$ cat src/rtl/bmrtc_pkg.sv
// ---------------------------------------------------------------------------
// Bank mapper package
// Request and result codes and size constants of the cartridge bank mapper.
// ---------------------------------------------------------------------------
`default_nettype none

package bmrtc_pkg;

    localparam int unsigned FUNC_W       = 2;
    localparam int unsigned ADDR_W       = 16;
    localparam int unsigned DATA_W       = 8;
    localparam int unsigned MEM_ADDR_W   = 22;
    localparam int unsigned CNT_W        = 23;
    localparam int unsigned CLOCK_BYTES  = 5;
    localparam int unsigned CLOCK_IDX_W  = 3;
    localparam int unsigned PADDR_W      = 3;
    localparam int unsigned PDATA_W      = 32;

    localparam int unsigned TICKS_PER_SECOND_DEF = 4194304;

    localparam logic [3:0] ROM_EXP_RESET  = 4'd11;
    localparam logic [2:0] RAM_CODE_RESET = 3'd5;
    localparam logic [3:0] ROM_EXP_MAX    = 4'd12;
    localparam logic [3:0] ROM_EXP_7BIT   = 4'd11;

    localparam logic [7:0] SEC_LAST  = 8'd59;
    localparam logic [7:0] MIN_LAST  = 8'd59;
    localparam logic [7:0] HOUR_LAST = 8'd23;
    localparam logic [7:0] DAY_LAST  = 8'd255;

    localparam logic [7:0] SEL_CLOCK_FIRST = 8'h08;
    localparam logic [7:0] SEL_CLOCK_LAST  = 8'h0C;
    localparam logic [7:0] SEL_RAM_LIMIT   = 8'h04;
    localparam logic [7:0] UNMAPPED_READ   = 8'hFF;

    typedef enum logic [1:0] {
        FUNC_READ  = 2'd0,
        FUNC_WRITE = 2'd1,
        FUNC_TICK  = 2'd2
    } func_t;

    typedef enum logic [1:0] {
        TGT_NONE  = 2'd0,
        TGT_ROM   = 2'd1,
        TGT_RAM   = 2'd2,
        TGT_CLOCK = 2'd3
    } target_t;

    typedef enum logic {
        REG_ROM_SIZE_EXP  = 1'b0,
        REG_RAM_SIZE_CODE = 1'b1
    } reg_index_t;

endpackage

`default_nettype wire

$ cat src/rtl/bank_mapper_with_realtime_clock.sv
// ---------------------------------------------------------------------------
// Bank mapper with real-time clock
// Cartridge bank controller: maps bus reads and writes onto ROM, RAM or
// clock registers and advances a real-time clock on tick requests.
// ---------------------------------------------------------------------------
// Channel  Dir  Carries
// s_       in   func, addr, wdata (bus read, bus write or clock tick)
// m_       out  target, mem_addr, ram_write, ram_wdata, rdata
// APB      in   rom_size_exp at 0x0, ram_size_code at 0x4
//
// Each request is decoded and its result sits in the output register from
// the next cycle on; one request is taken per cycle while s_ready is high.
// The single output register sets the rate: s_ready is low only while it
// holds a result that m_ready does not take in the same cycle.
// aresetn is synchronous and clears all control, bank and clock state.
// ---------------------------------------------------------------------------
`default_nettype none

module bank_mapper_with_realtime_clock #(
    parameter int unsigned TICKS_PER_SECOND = bmrtc_pkg::TICKS_PER_SECOND_DEF
) (
    input  wire logic                               aclk,
    input  wire logic                               aresetn,
    // Request channel.
    input  wire logic                               s_valid,
    output logic                                    s_ready,
    input  wire logic [bmrtc_pkg::FUNC_W-1:0]       s_func,
    input  wire logic [bmrtc_pkg::ADDR_W-1:0]       s_addr,
    input  wire logic [bmrtc_pkg::DATA_W-1:0]       s_wdata,
    // Result channel.
    output logic                                    m_valid,
    input  wire logic                               m_ready,
    output logic [1:0]                              m_target,
    output logic [bmrtc_pkg::MEM_ADDR_W-1:0]        m_mem_addr,
    output logic                                    m_ram_write,
    output logic [bmrtc_pkg::DATA_W-1:0]            m_ram_wdata,
    output logic [bmrtc_pkg::DATA_W-1:0]            m_rdata,
    // Configuration port.
    input  wire logic                               psel,
    input  wire logic                               penable,
    input  wire logic                               pwrite,
    input  wire logic [bmrtc_pkg::PADDR_W-1:0]      paddr,
    input  wire logic [bmrtc_pkg::PDATA_W-1:0]      pwdata,
    output logic [bmrtc_pkg::PDATA_W-1:0]           prdata,
    output logic                                    pready
);

    localparam int unsigned CNT_W   = bmrtc_pkg::CNT_W;
    localparam int unsigned MA_W    = bmrtc_pkg::MEM_ADDR_W;
    localparam int unsigned DW      = bmrtc_pkg::DATA_W;
    localparam int unsigned NBYTES  = bmrtc_pkg::CLOCK_BYTES;
    localparam int unsigned IDX_W   = bmrtc_pkg::CLOCK_IDX_W;
    localparam logic [CNT_W:0] TICK_LIMIT = (CNT_W + 1)'(TICKS_PER_SECOND);

    // Configuration registers.
    logic [3:0] rom_exp_reg;
    logic [2:0] ram_code_reg;

    // Controller state.
    logic [7:0]       rom_bank_reg, rom_bank_next;
    logic [7:0]       select_reg, select_next;
    logic             armed_reg, armed_next;
    logic [CNT_W-1:0] count_reg, count_next;
    logic [DW-1:0]    live_reg [NBYTES];
    logic [DW-1:0]    live_next [NBYTES];
    logic [DW-1:0]    latched_reg [NBYTES];
    logic [DW-1:0]    latched_next [NBYTES];

    // Result register.
    logic                 m_valid_reg;
    bmrtc_pkg::target_t   m_target_reg, target_next;
    logic [MA_W-1:0]      m_mem_addr_reg, mem_addr_next;
    logic                 m_ram_write_reg, ram_write_next;
    logic [DW-1:0]        m_ram_wdata_reg, ram_wdata_next;
    logic [DW-1:0]        m_rdata_reg, rdata_next;

    logic             accept;
    logic             cfg_write;
    logic [3:0]       rom_exp_eff;
    logic [MA_W-1:0]  rom_mask;
    logic [MA_W-1:0]  ram_mask;
    logic [CNT_W:0]   count_inc;
    logic [7:0]       bank_value;
    logic [IDX_W-1:0] clock_idx;
    logic             is_write;
    logic             sec_wrap, min_wrap, hour_wrap, day_wrap;

    assign s_ready   = !m_valid_reg || m_ready;
    assign accept    = s_valid && s_ready;
    assign cfg_write = psel && penable && pwrite;
    assign pready    = 1'b1;

    // Configuration port.
    always_ff @(posedge aclk) begin
        if (!aresetn) begin
            rom_exp_reg  <= bmrtc_pkg::ROM_EXP_RESET;
            ram_code_reg <= bmrtc_pkg::RAM_CODE_RESET;
        end else if (cfg_write) begin
            if (paddr[2] == bmrtc_pkg::REG_ROM_SIZE_EXP) begin
                rom_exp_reg <= pwdata[3:0];
            end else begin
                ram_code_reg <= pwdata[2:0];
            end
        end
    end

    always_comb begin
        if (paddr[2] == bmrtc_pkg::REG_ROM_SIZE_EXP) begin
            prdata = {28'd0, rom_exp_reg};
        end else begin
            prdata = {29'd0, ram_code_reg};
        end
    end

    // Address masks follow the configured memory sizes.
    assign rom_exp_eff = (rom_exp_reg > bmrtc_pkg::ROM_EXP_MAX) ? bmrtc_pkg::ROM_EXP_MAX
                                                                 : rom_exp_reg;
    assign rom_mask = MA_W'(((MA_W + 1)'(1) << (5'(rom_exp_eff) + 5'd10)) - (MA_W + 1)'(1));
    assign ram_mask = MA_W'(((MA_W + 1)'(1) << (5'(ram_code_reg) + 5'd10)) - (MA_W + 1)'(1));

    assign count_inc  = {1'b0, count_reg} + (CNT_W + 1)'(1);
    assign bank_value = (rom_exp_reg <= bmrtc_pkg::ROM_EXP_7BIT) ? {1'b0, s_wdata[6:0]}
                                                                  : s_wdata;
    assign clock_idx  = IDX_W'(select_reg - bmrtc_pkg::SEL_CLOCK_FIRST);
    assign is_write   = (s_func == bmrtc_pkg::FUNC_WRITE);

    assign sec_wrap  = (live_reg[0] == bmrtc_pkg::SEC_LAST);
    assign min_wrap  = (live_reg[1] == bmrtc_pkg::MIN_LAST);
    assign hour_wrap = (live_reg[2] == bmrtc_pkg::HOUR_LAST);
    assign day_wrap  = (live_reg[3] == bmrtc_pkg::DAY_LAST);

    // Decode one request and work out the next state.
    always_comb begin
        rom_bank_next  = rom_bank_reg;
        select_next    = select_reg;
        armed_next     = armed_reg;
        count_next     = count_reg;
        live_next      = live_reg;
        latched_next   = latched_reg;
        target_next    = bmrtc_pkg::TGT_NONE;
        mem_addr_next  = '0;
        ram_write_next = 1'b0;
        ram_wdata_next = '0;
        rdata_next     = '0;

        case (s_func)
            bmrtc_pkg::FUNC_TICK: begin
                if (count_inc == TICK_LIMIT) begin
                    count_next = '0;
                    live_next[0] = sec_wrap ? 8'd0 : live_reg[0] + 8'd1;
                    if (sec_wrap) begin
                        live_next[1] = min_wrap ? 8'd0 : live_reg[1] + 8'd1;
                        if (min_wrap) begin
                            live_next[2] = hour_wrap ? 8'd0 : live_reg[2] + 8'd1;
                            if (hour_wrap) begin
                                live_next[3] = live_reg[3] + 8'd1;
                                if (day_wrap) begin
                                    live_next[4] = {1'b1, live_reg[4][6:1], ~live_reg[4][0]};
                                end
                            end
                        end
                    end
                end else begin
                    count_next = count_inc[CNT_W-1:0];
                end
            end
            bmrtc_pkg::FUNC_READ, bmrtc_pkg::FUNC_WRITE: begin
                priority if (!s_addr[15] && is_write) begin
                    unique case (s_addr[14:13])
                        2'b01: rom_bank_next = (bank_value == 8'd0) ? 8'd1 : bank_value;
                        2'b10: select_next = s_wdata;
                        2'b11: begin
                            if (!armed_reg) begin
                                armed_next = (s_wdata == 8'd0);
                            end else begin
                                if (s_wdata == 8'd1) begin
                                    latched_next = live_reg;
                                end
                                armed_next = 1'b0;
                            end
                        end
                        default: ;
                    endcase
                end else if (!s_addr[15] && !s_addr[14]) begin
                    target_next   = bmrtc_pkg::TGT_ROM;
                    mem_addr_next = {8'd0, s_addr[13:0]} & rom_mask;
                end else if (!s_addr[15]) begin
                    target_next   = bmrtc_pkg::TGT_ROM;
                    mem_addr_next = {rom_bank_reg, s_addr[13:0]} & rom_mask;
                end else if (s_addr[15:13] == 3'b101) begin
                    if (select_reg < bmrtc_pkg::SEL_RAM_LIMIT && ram_code_reg != 3'd0) begin
                        target_next   = bmrtc_pkg::TGT_RAM;
                        mem_addr_next = {7'd0, select_reg[1:0], s_addr[12:0]} & ram_mask;
                        if (is_write) begin
                            ram_write_next = 1'b1;
                            ram_wdata_next = s_wdata;
                        end
                    end else if (select_reg >= bmrtc_pkg::SEL_CLOCK_FIRST
                                 && select_reg <= bmrtc_pkg::SEL_CLOCK_LAST) begin
                        target_next = bmrtc_pkg::TGT_CLOCK;
                        if (is_write) begin
                            latched_next[clock_idx] = s_wdata;
                        end else begin
                            rdata_next = latched_reg[clock_idx];
                        end
                    end
                end
                if (!is_write && target_next == bmrtc_pkg::TGT_NONE) begin
                    rdata_next = bmrtc_pkg::UNMAPPED_READ;
                end
            end
            default: ;
        endcase
    end

    // Controller and clock state.
    always_ff @(posedge aclk) begin
        if (!aresetn) begin
            rom_bank_reg <= 8'd1;
            select_reg   <= '0;
            armed_reg    <= 1'b0;
            count_reg    <= '0;
            for (int i = 0; i < NBYTES; i++) begin
                live_reg[i]    <= '0;
                latched_reg[i] <= '0;
            end
        end else if (accept) begin
            rom_bank_reg <= rom_bank_next;
            select_reg   <= select_next;
            armed_reg    <= armed_next;
            count_reg    <= count_next;
            live_reg     <= live_next;
            latched_reg  <= latched_next;
        end
    end

    // Result register.
    always_ff @(posedge aclk) begin
        if (!aresetn) begin
            m_valid_reg <= 1'b0;
        end else if (s_ready) begin
            m_valid_reg <= s_valid;
        end
    end

    always_ff @(posedge aclk) begin
        if (accept) begin
            m_target_reg    <= target_next;
            m_mem_addr_reg  <= mem_addr_next;
            m_ram_write_reg <= ram_write_next;
            m_ram_wdata_reg <= ram_wdata_next;
            m_rdata_reg     <= rdata_next;
        end
    end

    assign m_valid     = m_valid_reg;
    assign m_target    = m_target_reg;
    assign m_mem_addr  = m_mem_addr_reg;
    assign m_ram_write = m_ram_write_reg;
    assign m_ram_wdata = m_ram_wdata_reg;
    assign m_rdata     = m_rdata_reg;

endmodule

`default_nettype wire

$ cat config.mk
export PLATFORM = sky130hd
export DESIGN_NAME = bank_mapper_with_realtime_clock
export DESIGN_NICKNAME = d
export VERILOG_FILES = /design/src/rtl/bmrtc_pkg.sv /design/src/rtl/bank_mapper_with_realtime_clock.sv
export SDC_FILE = /design/constraint.sdc
export NUM_CORES = 1
export LEC_CHECK = 0
export ABC_AREA = 1
export BUFFER_PORTS_ARGS = -buffer_cell sky130_fd_sc_hd__clkbuf_2
export CAP_MARGIN = 5
export CORE_MARGIN = 2
export CORE_UTILIZATION = 54
export CTS_BUF_LIST = sky130_fd_sc_hd__clkbuf_4
export DETAILED_ROUTE_END_ITERATION = 8
export HOLD_SLACK_MARGIN = 0.08
export PLACE_DENSITY = 0.92
export SLEW_MARGIN = 15
export SYNTH_ARGS = -nofsm -noshare
export SYNTH_HDL_FRONTEND = slang
export SYNTH_SLANG_ARGS = --single-unit
$ cat constraint.sdc
create_clock -name aclk -period 2.3 [get_ports aclk]
set_input_delay 0.115 -clock aclk [delete_from_list [all_inputs] [get_ports aclk]]
set_output_delay 0.115 -clock aclk [all_outputs]
set_load 0.1 [all_outputs]
==> metrics.md <==
| Metric | Value |
|---|---|
| Outcome | `finished, violations left` |
| Violated checks | `negative setup slack` |
| Detailed Route WL | `between 20000 and 30000 um` |
| CTS root buffer | `clkbuf_4` |
| Vias | `approximately 9800` |
| CP peak stage delay | `360 ps` |
| Routed Antenna Nets | `0` |
| Grt ovf | `0` |
| Num CTS Buffers | `17` |
| Initial antenna violation count | `0` |
| Cell taking the most area after synthesis | `dfxtp_1` |
| # diodes | `0` |
| Final GP Congestion | `0.9481` |
| DRC errors left | `0` |
| Synth Area per Inst | `7.218 um^2` |
| Layout net count | `about 1500` |
| Finished Core Util | `0.6933` |
| Tightest hold margin | `158.7 ps` |
| Crit path max-delay family | `simple AND/OR/NAND/NOR gates` |
| Max FO, Critical Path | `7` |
| # rows | `47` |
| Area contributors post-synth | `dfxtp_1, edfxtp_1, nand2_1, nor2_1, inv_1` |
| Core area | `0.01664 mm^2` |
| Final Cycle Share | `1.045` |
| Layout fillers | `1245` |
| Yosys warns | `0` |
| Post-Syn Area | `between 0.009 and 0.01 mm^2` |
| Fmax | `between 400 and 500 MHz` |
| Most common cell after layout, fill and taps aside | `nand2_1` |
| Share of the yosys chip area belonging to registers | `0.3982` |
| Max reg flops | `40` |
| PortBufs | `84` |
| Leak Pwr | `4.840 nW` |
| Required @ worst endpoint | `about 2700 ps` |
| Max stage delay cell, worst path | `dfxtp_2` |
| Worst-Skew Late Latency | `610 ps` |
| Wire length per cell | `roughly 17 um` |
| Final setup vio count | `9` |
| Die Area | `roughly 0.018 mm^2` |
| Rel. slew slack | `0.4255` |
| First-pass GRT wire length | `43440 um` |
| Kind of critical path | `reg -> reg` |
| Max Cap Viol | `0` |
| Worst Setup Start Kind | `flip-flop` |
| Clock Skews | `around 35 ps` |
| FFs w/ async S/R, synth | `0` |
| Max Slew Vio Count | `0` |
| Yosys reg bits | `163` |
| First-iteration detailed-routing DRC count | `between 900 and 1000` |
| CP Capture Type | `flip-flop` |
| Cell Chain, Critical Path | `nand2_2 -> nand2_4 -> inv_2 -> ha_4 -> inv_2 -> nor2_4 -> buf_4 -> inv_1 -> nor2_1 -> a21oi_2 -> nand2_1 -> nor2_2 -> nand3_2 -> or2_4 -> nand3_2 -> a21oi_2` |
| PwrDens | `517.6 mW/mm^2` |
| Number of flops mapped to enable cells by yosys | `a little over 40` |
| IO Pins | `between 100 and 150` |
| Drt pass-1 iters | `7` |
| Final instance area | `0.01154 mm^2` |
| Gr usage total | `0.2992` |
| RSZ-0062 raised after global routing | `yes` |
| Share of cells above drive strength 1 | `0.2524` |
| DIE WIDTH | `134.7 um` |
| Vias per cell | `5.792` |
| P&R area growth vs syn | `25.06%` |
| Hold/Removal Path Class | `in -> reg` |
| Tmin final | `about 2400 ps` |
| Arr. time, crit path | `~2800 ps` |
| Largest net degree at the start of global routing | `46` |
| Pre-CTS WS | `-9.517 ps` |
| Clk slew on worst S/H paths | `160 ps` |
| Synthesized netlist cell count | `1278` |
| Starting Density | `0.5543` |
| Top FF cell, synth | `dfxtp_1` |
| Measured slew at the worst slew-check pin | `860.5 ps` |
| Chip height | `134.7 um` |
| Clk buf depth | `2` |
| HPWL after detailed placement | `18280 um` |
| Max VDD drop | `0.0003795 V` |
| Worst setup margin | `-103.5 ps` |
| WP buf/inv | `4` |
| Fin. Hold Viols | `0` |
| Share of the synthesized area in the top cell type | `0.2647` |
| Post-DP Area | `0.01017 mm^2` |
| Most frequent cells in the layout | `nand2_1, nor2_1, inv_1` |
| Vias in the first global route | `9071` |
| Setup TNS | `-223.4 ps` |
| Num Clock Sinks | `approximately 160` |
| Synth cell types | `50` |
| H-tree depth | `4` |
| CTS tree | `yes` |
-- stage by stage --
step                total power, mW  std cells
floorplan                     4.074       1305
global placement              4.250       1594
detailed placement            4.268       1594
CTS                           5.905       1680
global route                  6.159       1694
finish                        5.971       1694
-- synthesized netlist by cell type (all sizes together) (12+ instances only) --
cell type  number
a21oi         103
a211oi         34
nor2          191
nand4          30
clkbuf         32
a22oi          34
nor3           27
edfxtp         41
inv           152
xor2           13
ha             12
nand3          77
nand2         257
o21ai          76
buf            34
dfxtp         122
-- power by group --
group	total, mW	switching [mW]	internal [mW]
registers	3.07	0.0487	3.02
logic	1.27	1.01	0.265
clock network	1.63	1.04	0.591
total	5.97	2.10	3.87
-- tightest hold or removal path, cell delays in order --
cell and delay, ps:
clkbuf_2 120, nor2_1 100, buf_4 180, nand2_1 60, a21oi_1 40
-- cells by family after synthesis --
group,count (synthesis),synth area share
xor gates and xnor gates,18,0.01709
buffers and inverters,221,0.1031
other,2,0.0008141
adders and majority gates,12,0.01628
DFF,163,0.3982
and+or+nand+nor,600,0.2988
AOI/OAI and AO/OA,262,0.1657
-- path summary, 6_finish.rpt --
path | start | end | slack (ps) | depth (start not counted)
setup reg to reg | rom_exp_reg[2] | m_mem_addr[10] | -100 | 16
hold reg to reg | rom_bank_reg[7] | rom_bank_reg[7] | 470 | 2
hold / removal | s_func[1] | m_mem_addr[6] | 160 | 5
setup / recovery | rom_exp_reg[2] | m_mem_addr[10] | -100 | 16
-- timing repair --
action	4_1_cts	5_1_grt
pin swaps	6	56
endpoints found under the setup margin	11	49
hold buffers	49	0
resized for setup	12	132
setup buffers	5	14
hold endpoints to repair	70	0
-- metal layers --
metal / up-vias / part of all wire / global-route usage
li1: 4584 / - / -
met4: 0 / 0.055 / 0.1825
met5: - / 0 / 0
met2: 611 / 0.48 / 0.5056
met1: 4466 / 0.37 / 0.3504
met3: 150 / 0.095 / 0.05931
-- final cells by class --
cell class | count | area [um^2] | share of cell area
multi-input combinational | 921 | 5255 | 0.4555
clock inverter | 10 | 83.83 | 0.007266
timing repair buffer | 203 | 1464 | 0.1269
sequential | 163 | 3701 | 0.3208
tap | 220 | 275.3 | 0.02386
clock buffer | 22 | 165.2 | 0.01432
inverter | 155 | 593.1 | 0.05140
Note: power is estimated with default switching activity, not from simulation.
